--- src/hw/rtl/rcr_pkg.sv ---
// Shared types and constants for the run confidence reassignment block.
package rcr_pkg;

    localparam int PENDING_DEPTH = 32;
    localparam int CNT_W         = $clog2(PENDING_DEPTH + 1);
    localparam int IDX_W         = (PENDING_DEPTH > 1) ? $clog2(PENDING_DEPTH) : 1;
    localparam int CHAR_W        = 8;
    localparam int CONF_W        = 7;

    localparam logic [CHAR_W-1:0] PAD_CHAR = 8'd42;

    typedef struct packed {
        logic [CHAR_W-1:0] base_char;
        logic [CONF_W-1:0] base_conf;
        logic              read_end;
    } t_in_item;

    typedef struct packed {
        logic [CONF_W-1:0] new_conf;
        logic              end_of_read;
        logic              end_of_burst;
        logic              run_split;
    } t_out_item;

    typedef enum logic [1:0] {
        ST_IDLE,
        ST_PRE,
        ST_INS,
        ST_POST
    } t_state;

    // Broadcast controls seen by every cell of the row
    typedef struct packed {
        logic              ins;
        logic [CONF_W-1:0] ins_val;
        logic              pop_val;
        logic              pop_pos;
        logic              app;
        logic              app_pad;
    } t_cell_ctl;

    // Contents of one cell: a slot of the sorted list and a slot of the pad pattern
    typedef struct packed {
        logic [CONF_W-1:0] val;
        logic              vld;
        logic              pad;
    } t_cell_st;

endpackage

--- src/hw/rtl/rcr_cell.sv ---
// One cell of the row: a sorted confidence slot and a position pad flag.
module rcr_cell import rcr_pkg::*; (
    input  logic      i_clk,
    input  logic      i_rst_n,
    input  t_cell_ctl i_ctl,
    input  logic      i_app_sel,
    input  logic      i_prev_ge,
    input  t_cell_st  i_prev,
    input  t_cell_st  i_next,
    output t_cell_st  o_st,
    output logic      o_ge
);

    logic [CONF_W-1:0] r_val;
    logic              r_vld;
    logic              r_pad;
    logic              w_ge;

    // This cell keeps its value when it is not below the incoming one
    assign w_ge = r_vld && (r_val >= i_ctl.ins_val);
    assign o_ge = w_ge;
    assign o_st = '{val: r_val, vld: r_vld, pad: r_pad};

    always_ff @(posedge i_clk) begin
        if (!i_rst_n) begin
            r_vld <= 1'b0;
        end else if (i_ctl.pop_val) begin
            r_vld <= i_next.vld;
        end else if (i_ctl.ins && !w_ge) begin
            r_vld <= i_prev_ge ? 1'b1 : i_prev.vld;
        end
    end

    always_ff @(posedge i_clk) begin
        if (i_ctl.pop_val) begin
            r_val <= i_next.val;
        end else if (i_ctl.ins && !w_ge) begin
            // take the new value where the list breaks, else shift down from the neighbour
            r_val <= i_prev_ge ? i_ctl.ins_val : i_prev.val;
        end
    end

    always_ff @(posedge i_clk) begin
        if (i_ctl.pop_pos) begin
            r_pad <= i_next.pad;
        end else if (i_app_sel) begin
            r_pad <= i_ctl.app_pad;
        end
    end

endmodule

--- src/hw/rtl/rcr_chain.sv ---
// Row of cells holding the pending positions and the sorted run confidences.
module rcr_chain import rcr_pkg::*; (
    input  logic             i_clk,
    input  logic             i_rst_n,
    input  t_cell_ctl        i_ctl,
    input  logic [IDX_W-1:0] i_app_idx,
    output t_cell_st         o_head
);

    t_cell_st w_st [PENDING_DEPTH];
    logic     w_ge [PENDING_DEPTH];

    for (genvar g = 0; g < PENDING_DEPTH; g++) begin : g_cell
        t_cell_st w_prev;
        t_cell_st w_next;
        logic     w_prev_ge;
        logic     w_sel;

        if (g == 0) begin : g_first
            assign w_prev    = '0;
            assign w_prev_ge = 1'b1;
        end else begin : g_mid
            assign w_prev    = w_st[g-1];
            assign w_prev_ge = w_ge[g-1];
        end

        if (g == PENDING_DEPTH - 1) begin : g_last
            assign w_next = '0;
        end else begin : g_body
            assign w_next = w_st[g+1];
        end

        assign w_sel = i_ctl.app && (i_app_idx == IDX_W'(g));

        rcr_cell u_cell (
            .i_clk     (i_clk),
            .i_rst_n   (i_rst_n),
            .i_ctl     (i_ctl),
            .i_app_sel (w_sel),
            .i_prev_ge (w_prev_ge),
            .i_prev    (w_prev),
            .i_next    (w_next),
            .o_st      (w_st[g]),
            .o_ge      (w_ge[g])
        );
    end

    assign o_head = w_st[0];

endmodule

--- src/hw/rtl/run_confidence_reassign_top.sv ---
// Top level of the run confidence reassignment block.
//
// Input channel (i_in_valid / o_in_ready / i_in_data) takes one read position per
// request: base character, confidence and a read-end flag. Output channel
// (o_out_valid / i_out_ready / o_out_data) gives reassigned confidences in
// position order with end-of-read, end-of-burst and split flags, one per cycle
// while the receiver is ready. A position is taken in ST_IDLE and placed into
// the cell row in ST_INS, after a release of the old run in ST_PRE when it closes
// a run. During a release the head cell yields one position a cycle while the
// output register can take it; a read end or a full store releases in ST_POST.
// One request is worked on at a time; the next is taken while the last result
// still sits in the output register. When the receiver stalls, the release
// holds with the output register full, and no new request is taken until the
// release is done. Synchronous reset clears the row's valid bits, the counters
// and the run state; the block is ready as soon as reset is released.
module run_confidence_reassign_top import rcr_pkg::*; (
    input  logic      i_clk,
    input  logic      i_rst_n,
    input  logic      i_in_valid,
    output logic      o_in_ready,
    input  t_in_item  i_in_data,
    output logic      o_out_valid,
    input  logic      i_out_ready,
    output t_out_item o_out_data
);

    t_state            r_state, n_state;
    t_in_item          r_item, n_item;
    logic [CNT_W-1:0]  r_count, n_count;
    logic [CNT_W-1:0]  r_lim, n_lim;
    logic [CNT_W-1:0]  r_rem, n_rem;
    logic [CHAR_W-1:0] r_run_base, n_run_base;
    logic              r_run_open, n_run_open;
    logic [CONF_W-1:0] r_left, n_left;
    logic              r_split, n_split;
    logic              r_rel_split, n_rel_split;
    logic              r_rel_last, n_rel_last;
    logic              r_rel_eor, n_rel_eor;
    logic              r_out_valid, n_out_valid;
    t_out_item         r_out, n_out;

    t_cell_ctl         w_ctl;
    t_cell_st          w_head;
    logic              w_in_pad, w_pre, w_post, w_emit, w_item_pad, w_last_pos;
    logic [CNT_W-1:0]  w_cnt_pre, w_cnt_new, w_lim_new;
    logic [CONF_W-1:0] w_right, w_conf;
    logic [CONF_W:0]   w_sum;

    rcr_chain u_chain (
        .i_clk     (i_clk),
        .i_rst_n   (i_rst_n),
        .i_ctl     (w_ctl),
        .i_app_idx (r_count[IDX_W-1:0]),
        .o_head    (w_head)
    );

    assign o_in_ready  = (r_state == ST_IDLE);
    assign o_out_valid = r_out_valid;
    assign o_out_data  = r_out;

    assign w_in_pad   = (i_in_data.base_char == PAD_CHAR);
    assign w_item_pad = (r_item.base_char == PAD_CHAR);
    assign w_pre      = !w_in_pad && r_run_open && (i_in_data.base_char != r_run_base);
    assign w_cnt_pre  = w_pre ? (r_count - r_lim) : r_count;
    assign w_post     = i_in_data.read_end || (w_cnt_pre == CNT_W'(PENDING_DEPTH - 1));
    assign w_cnt_new  = r_count + CNT_W'(1);
    assign w_lim_new  = w_item_pad ? r_lim : w_cnt_new;

    // Pad value: mean of last released base and the next sorted one, zero past the end
    assign w_right    = w_head.vld ? w_head.val : '0;
    assign w_sum      = {1'b0, r_left} + {1'b0, w_right};
    assign w_conf     = w_head.pad ? w_sum[CONF_W:1] : w_head.val;
    assign w_last_pos = (r_rem == CNT_W'(1));

    assign w_emit = ((r_state == ST_PRE) || (r_state == ST_POST))
                    && (!r_out_valid || i_out_ready);

    always_comb begin
        w_ctl.ins     = (r_state == ST_INS) && !w_item_pad;
        w_ctl.ins_val = r_item.base_conf;
        w_ctl.pop_val = w_emit && !w_head.pad;
        w_ctl.pop_pos = w_emit;
        w_ctl.app     = (r_state == ST_INS);
        w_ctl.app_pad = w_item_pad;
    end

    always_ff @(posedge i_clk) begin
        if (!i_rst_n) begin
            r_state <= ST_IDLE;
        end else begin
            r_state <= n_state;
        end
    end

    always_comb begin
        n_state     = r_state;
        n_item      = r_item;
        n_count     = r_count;
        n_lim       = r_lim;
        n_rem       = r_rem;
        n_run_base  = r_run_base;
        n_run_open  = r_run_open;
        n_left      = r_left;
        n_split     = r_split;
        n_rel_split = r_rel_split;
        n_rel_last  = r_rel_last;
        n_rel_eor   = r_rel_eor;
        n_out_valid = r_out_valid;
        n_out       = r_out;

        if (i_out_ready) begin
            n_out_valid = 1'b0;
        end

        unique case (r_state)
            ST_IDLE: begin
                if (i_in_valid) begin
                    n_item  = i_in_data;
                    n_state = ST_INS;
                    if (!w_in_pad) begin
                        n_run_base = i_in_data.base_char;
                        n_run_open = 1'b1;
                    end
                    if (w_pre) begin
                        // close the old run: release up to its last base
                        n_rel_split = r_split;
                        n_split     = 1'b0;
                        n_rel_last  = !w_post;
                        n_rel_eor   = 1'b0;
                        n_rem       = r_lim;
                        n_lim       = '0;
                        if (r_lim != '0) begin
                            n_state = ST_PRE;
                        end
                    end
                end
            end
            ST_PRE, ST_POST: begin
                if (w_emit) begin
                    n_out_valid       = 1'b1;
                    n_out.new_conf    = w_conf;
                    n_out.end_of_read = r_rel_eor && w_last_pos;
                    n_out.end_of_burst = r_rel_last && w_last_pos;
                    n_out.run_split   = r_rel_split;
                    n_rem             = r_rem - CNT_W'(1);
                    n_count           = r_count - CNT_W'(1);
                    if (!w_head.pad) begin
                        n_left = w_head.val;
                    end
                    if (w_last_pos) begin
                        if (r_state == ST_PRE) begin
                            n_state = ST_INS;
                        end else begin
                            n_state = ST_IDLE;
                            if (r_rel_eor) begin
                                // drop all read state
                                n_count    = '0;
                                n_lim      = '0;
                                n_run_base = '0;
                                n_run_open = 1'b0;
                                n_left     = '0;
                                n_split    = 1'b0;
                            end
                        end
                    end
                end
            end
            ST_INS: begin
                n_count = w_cnt_new;
                n_lim   = w_lim_new;
                n_state = ST_IDLE;
                if (r_item.read_end) begin
                    n_rem       = w_cnt_new;
                    n_rel_split = r_split;
                    n_rel_last  = 1'b1;
                    n_rel_eor   = 1'b1;
                    n_lim       = '0;
                    n_state     = ST_POST;
                end else if (w_cnt_new == CNT_W'(PENDING_DEPTH)) begin
                    // store full: cut the run after its last base, or flush pads
                    n_rem       = (w_lim_new != '0) ? w_lim_new : w_cnt_new;
                    n_rel_split = 1'b1;
                    n_rel_last  = 1'b1;
                    n_rel_eor   = 1'b0;
                    n_lim       = '0;
                    if (w_lim_new != '0) begin
                        n_split = 1'b1;
                    end
                    n_state     = ST_POST;
                end
            end
            default: begin
                n_state = ST_IDLE;
            end
        endcase
    end

    always_ff @(posedge i_clk) begin
        if (!i_rst_n) begin
            r_count     <= '0;
            r_lim       <= '0;
            r_rem       <= '0;
            r_run_base  <= '0;
            r_run_open  <= 1'b0;
            r_left      <= '0;
            r_split     <= 1'b0;
            r_rel_split <= 1'b0;
            r_rel_last  <= 1'b0;
            r_rel_eor   <= 1'b0;
            r_out_valid <= 1'b0;
        end else begin
            r_count     <= n_count;
            r_lim       <= n_lim;
            r_rem       <= n_rem;
            r_run_base  <= n_run_base;
            r_run_open  <= n_run_open;
            r_left      <= n_left;
            r_split     <= n_split;
            r_rel_split <= n_rel_split;
            r_rel_last  <= n_rel_last;
            r_rel_eor   <= n_rel_eor;
            r_out_valid <= n_out_valid;
        end
    end

    always_ff @(posedge i_clk) begin
        r_item <= n_item;
        r_out  <= n_out;
    end

endmodule

--- config.mk ---
export PLATFORM = sky130hd
export DESIGN_NAME = run_confidence_reassign_top
export DESIGN_NICKNAME = d
export VERILOG_FILES = /design/src/hw/rtl/rcr_pkg.sv /design/src/hw/rtl/rcr_cell.sv /design/src/hw/rtl/rcr_chain.sv /design/src/hw/rtl/run_confidence_reassign_top.sv
export SDC_FILE = /design/constraint.sdc
export NUM_CORES = 1
export LEC_CHECK = 0
export BUFFER_PORTS_ARGS = -buffer_cell sky130_fd_sc_hd__buf_2
export CAP_MARGIN = 40
export CORE_MARGIN = 4
export CORE_UTILIZATION = 40
export CTS_BUF_LIST = sky130_fd_sc_hd__clkbuf_2
export DETAILED_ROUTE_END_ITERATION = 6
export GPL_TIMING_DRIVEN = 1
export SYNTH_ARGS = -nofsm -noshare
export SYNTH_HDL_FRONTEND = slang
export SYNTH_SLANG_ARGS = --single-unit
export TNS_END_PERCENT = 30
--- constraint.sdc ---
create_clock -name i_clk -period 9.4 [get_ports i_clk]
set_input_delay 1.88 -clock i_clk [delete_from_list [all_inputs] [get_ports i_clk]]
set_output_delay 1.88 -clock i_clk [all_outputs]
set_load 0.01 [all_outputs]
Yosys cells after proc, flatten, opt, wreduce, memory -nomap -nowiden
Cells that the tools add are included.
Operators by class
  add/subtract/negate cells: 5
  order comparisons: 32
  equality and inequality tests: 51
  muxes and demuxes: 321
  bitwise logic cells: 1
  reductions and logical operators: 223
Operators by type and width (number)
  7-bit 2-to-1 mux: 99
  7-bit >= comparator: 32
  1-bit 2-to-1 mux: 178
  2-bit nonzero test: 65
  6-bit 2-to-1 mux: 20
  1-bit logical AND: 103
  5-bit equality test, second input constant: 16
  8-bit 2-to-1 mux: 6
  5-bit by 4-bit equality test with 1-bit output, second input constant: 8
  1-bit zero test: 37
  6-bit case mux with 3 select lines: 2
  5-bit by 3-bit equality test with 1-bit output, second input constant: 4
  2-bit != test, second input constant: 9
  8-bit by 6-bit equality test with 1-bit output, second input constant: 2
  2-bit 2-to-1 mux: 8
  8-bit case mux with 2 select lines: 1
  6-bit case mux with 2 select lines: 1
  6-bit nonzero test: 2
  6-bit by 1-bit subtractor with 6-bit output, second input constant: 2
  5-bit by 2-bit equality test with 1-bit output, second input constant: 2
  9-bit AND reduction: 1
  7-bit by 7-bit adder with 8-bit output: 1
  8-bit != test: 1
  1-bit case mux with 2 select lines: 4
  22 further kinds: 29
Word-level totals
  register bits after elaboration: 355
  input bits: 20
  output and inout bits: 12
  word-level logic and storage cells: 748

Depth between registers and ports, before layout
  word-level depth: 11
  gate-level depth with buffers: 10
  depth with buffers taken out: 9

By module
From an unflattened synthesis, not the netlist that was laid out.
Second synthesis, totals
  cells, all modules: 2655
  area, all modules: 25478.2 um^2
By module, submodules not included
  rcr_cell (u_chain.g_cell[0].u_cell ...): instances 29, cells each 69, area each 671.9 um^2, sequential area each 260.2 um^2
  run_confidence_reassign_top: instances 1, cells each 392, area each 3732.3 um^2, sequential area each 1601.5 um^2
  rcr_cell (u_chain.g_cell[7].u_cell ...): instances 3, cells each 71, area each 673.1 um^2, sequential area each 260.2 um^2
  rcr_chain: instances 1, cells each 49, area each 241.5 um^2, sequential area each 0.0 um^2

Worst setup path after synthesis
No wires, ideal clock.
  kind: input to register
  from: input port i_in_valid
  to: register r_rel_last
  library setup time: 0.103 ns
  arrival time: 3.848 ns
  data required time: 9.297 ns
  setup slack: 5.449 ns
  cell stages on the path: 4
  path buffers: 0
  cells stage by stage: inv_1 nor3_1 nand2_1 o41ai_1
On the way
  longest elaborated chain between the ends: 2
Ends and longest elaborated chain
  start, declared: RTL line run_confidence_reassign_top.sv:19  | input logic i_in_valid,
  2-bit != test (no line)
  4-bit AND reduction (no line)
  end signal, assigned: RTL line run_confidence_reassign_top.sv:220  | r_rel_last <= n_rel_last;
  end, declared: RTL line run_confidence_reassign_top.sv:37  | logic r_rel_last, n_rel_last;
No other way between the ends.
A chain may end at the register's enable or synchronous reset.

Worst setup path after layout
  from: register r_state[0]
  to: output port o_in_ready
On the way
  longest elaborated chain between the ends: 1
Ends and longest elaborated chain
  start, declared: RTL line run_confidence_reassign_top.sv:27  | t_state r_state, n_state;
  start signal, assigned: RTL line run_confidence_reassign_top.sv:91  | r_state <= n_state;
  2-bit zero test: RTL line run_confidence_reassign_top.sv:57  | assign o_in_ready = (r_state == ST_IDLE);
  end, declared: RTL line run_confidence_reassign_top.sv:20  | output logic o_in_ready,
No other way between the ends.

==> qor.txt <==
Worst R2R End -> u_chain.g_cell[5].u_cell.r_vld
Seq/Total Area, Yosys -> 0.423
Die Ht -> 249 um
Leakage Power -> 11.3 nW
RSZ-0062 raised after global routing -> no
Worst Reg-to-Reg Cells -> 6
Largest delay share family, worst path -> flip-flops
DRC viols -> 0
fin crit share -> 0.432
fraction of layout instances using a drive strength above 1 -> 0.122
asr flop ratio synth -> 0
Mean Syn Cell Area -> 10.4 um2
port bufs -> 31
Final Slew Violations -> 0
M1 wire length -> 27,600 um
number of global-route vias before repair -> 18,076
Max Cap Violations -> 0
Starting Density -> 0.403
fill cell count -> 5,606
Least-Margin Pin Slew -> 0.973 ns
total power -> 7.70 mW
Max Root-Sink Buffers -> 3
setup slack, reg-to-reg -> 5.54 ns
routed len/inst -> 18.8 um
count leader, synth -> nand2_1
metal3 WL -> 2730 um
core box area -> 57,700 um2
# rows -> 88
clk_skew -> 0.0998 ns
Area growth syn-to-layout -> 8.04%
FMAX -> 247 MHz
Clk Latency, worst-skew pair -> 1.11 ns
commonest cells in the netlist -> nand2_1, edfxtp_1, o21ai_0, ha_1, mux2i_1
Crit-path slowest cell -> dfxtp_1
DR top layer -> met4
YS warnings -> 0
syn_nets -> 2,509
routed wl met2 -> 27,200 um
CP peak stage delay -> 0.78 ns
critical-path cell list -> nor2_1 -> buf_2
clk sinks -> 355
DIE AREA -> 62,100 um2
top cells by area, synth -> edfxtp_1, ha_1, mux2i_1
Worst EP arrival -> 2.18 ns
Vias -> 17,712
first-pass GRT wire length -> 96,300 um
worst path buffer plus inverter count -> 1
relative slew slack -> 0.352
Yosys reg bits -> 355
mapped cell area -> 23,300 um2
detailed-router iteration count before antenna repair -> 5
RD Place Congestion -> 0.821
Setup Buffers After CTS -> 0
post-layout net count -> 2,544
status -> finished, final reports clean
largest net degree at the start of global routing -> 251
Synth area leader -> edfxtp_1
die width -> 249 um
cts bufs inserted -> 97
CTS tree -> yes
Unique masters post-synth -> 75
Reg clk slew, reported paths -> 0.10 ns
startpoint types -> register
initial DRC count -> 1,182
Final HPWL DP -> 38,800 um
crit end category -> output port
peak supply drop -> 0.127 mV
hold depth -> 2
Hold Buf Count CTS -> 0
setup TNS -> 0 ns
reg2reg start -> r_state[0]
Req. time, crit path -> 7.52 ns
initial antenna violation count -> 3
Fin Hold WS -> 0.471 ns
Antenna Violating Nets Remaining -> 0
Setup CP Type -> register to output port
area share of the largest cell type after synthesis -> 0.354
Hold Path Class -> register to register
Top FF cell, synth -> edfxtp_1
I/O pin count -> 32
All-Layer GR Usage -> 0.185
Overflow after GRT -> 0
vias per cell -> 5.66
worst-path fanout max -> 18
gate count after technology mapping -> 2,242
clock root cell -> clkbuf_2
post-CTS sizing -> 0
critical hold path startpoint -> r_run_base[4]
placed insts -> 2,941
DRT Wirelength -> 58,700 um
H-tree Lvls -> 3
PwrDens -> 306 nW/um2
Hold Vio Cnt, Final -> 0
# setup viols final -> 0
final worst path period need -> 4.06 ns
Endpoint, Worst Hold -> r_run_base[4]
fin cells -> 3,127
Post-synth EDFFs -> 274
how the worst max path moves through the flow:
stage,from,endpoint,slack (ns),cells after the start
5_1_grt,r_state[0],o_in_ready,5.12,2
3_3_place_gp,i_out_ready,u_chain.g_cell[14].u_cell.r_vld,4.67,8
2_1_floorplan,i_in_valid,r_rel_last,5.45,4
6_report,r_state[0],o_in_ready,5.34,2
4_1_cts,r_state[0],o_in_ready,5.23,2
3_5_place_dp,i_out_ready,u_chain.g_cell[6].u_cell.r_vld,4.51,8
area by class of cell:
cell class | instances | area (um2) | area share
sequential | 355 | 9850 | 0.392
clock buffer | 155 | 776 | 0.0308
antenna | 3 | 7.51 | 0.000299
multi-input combinational | 1676 | 12600 | 0.501
clock inverter | 26 | 163 | 0.00647
timing repair buffer | 59 | 473 | 0.0188
tap | 765 | 957 | 0.0381
inverter | 88 | 330 | 0.0131
cells in the final DEF (no fill, tap or decap), drive strengths merged, types with 10 or more instances in the layout:
cell type    n
mux2i      191
and3        31
a21oi       72
o21ai      274
a31oi       33
clkinv      24
buf         58
o2111a      30
nor2        41
inv         86
xnor2       11
and2        10
edfxtp     274
nor3        38
a21o       126
nand2b      36
clkbuf     156
xor2        13
nand3       43
o221ai      32
a2111oi     30
o211ai      12
ha         245
nand2      319
a211oi      10
dfxtp       81
stage by stage:
| stage | area [um2] | utilization | setup WS (ns) |
|---|---|---|---|
| after floorplan | 23300 | - | 5.45 |
| after global placement | 24000 | 0.417 | 4.67 |
| after detailed placement | 24200 | 0.419 | 4.51 |
| after CTS | 25100 | 0.435 | 5.23 |
| after global routing | 25100 | 0.436 | 5.12 |
| final | 25100 | 0.436 | 5.34 |
state kept, by name, indices dropped and copies added (netlist names):
register,flops
o_out_valid,1
r_rel_last,1
r_left,7
r_rel_eor,1
r_count,6
r_split,1
u_chain.g_cell.u_cell.r_val,224
r_rel_split,1
r_state,2
r_run_open,1
o_out_data,10
u_chain.g_cell.u_cell.r_pad,32
r_item,16
r_run_base,8
r_lim,6
u_chain.g_cell.u_cell.r_vld,32
r_rem,6
tightest hold or removal path: stages (launching register included):
cell and delay (ns):
dfxtp_1 0.33, nand2_1 0.05, a21oi_1 0.05
power breakdown:
part           internal [mW]  leakage, nW  switching (mW)
logic                   1.36         7.31            1.97
clock network          0.490        0.716           0.695
registers               2.63         3.26           0.553
total                   4.48         11.3            3.22
metal layers:
metal,track usage,vias up
li1,-,8581
met1,0.256,8608
met2,0.300,425
met3,0.0343,98
met4,0.0529,0
met5,0,-
cells by family after synthesis:
group	count (synthesis)	synth area share
buffers and inverters	211	0.0367
XOR/XNOR	24	0.00903
AO/OA/AOI/OAI	659	0.205
adder cells (fa/ha/maj)	247	0.133
flip-flops	355	0.423
multiplexers	195	0.0841
AND/OR/NAND/NOR	551	0.109
Note: power is estimated with default switching activity, not from simulation.
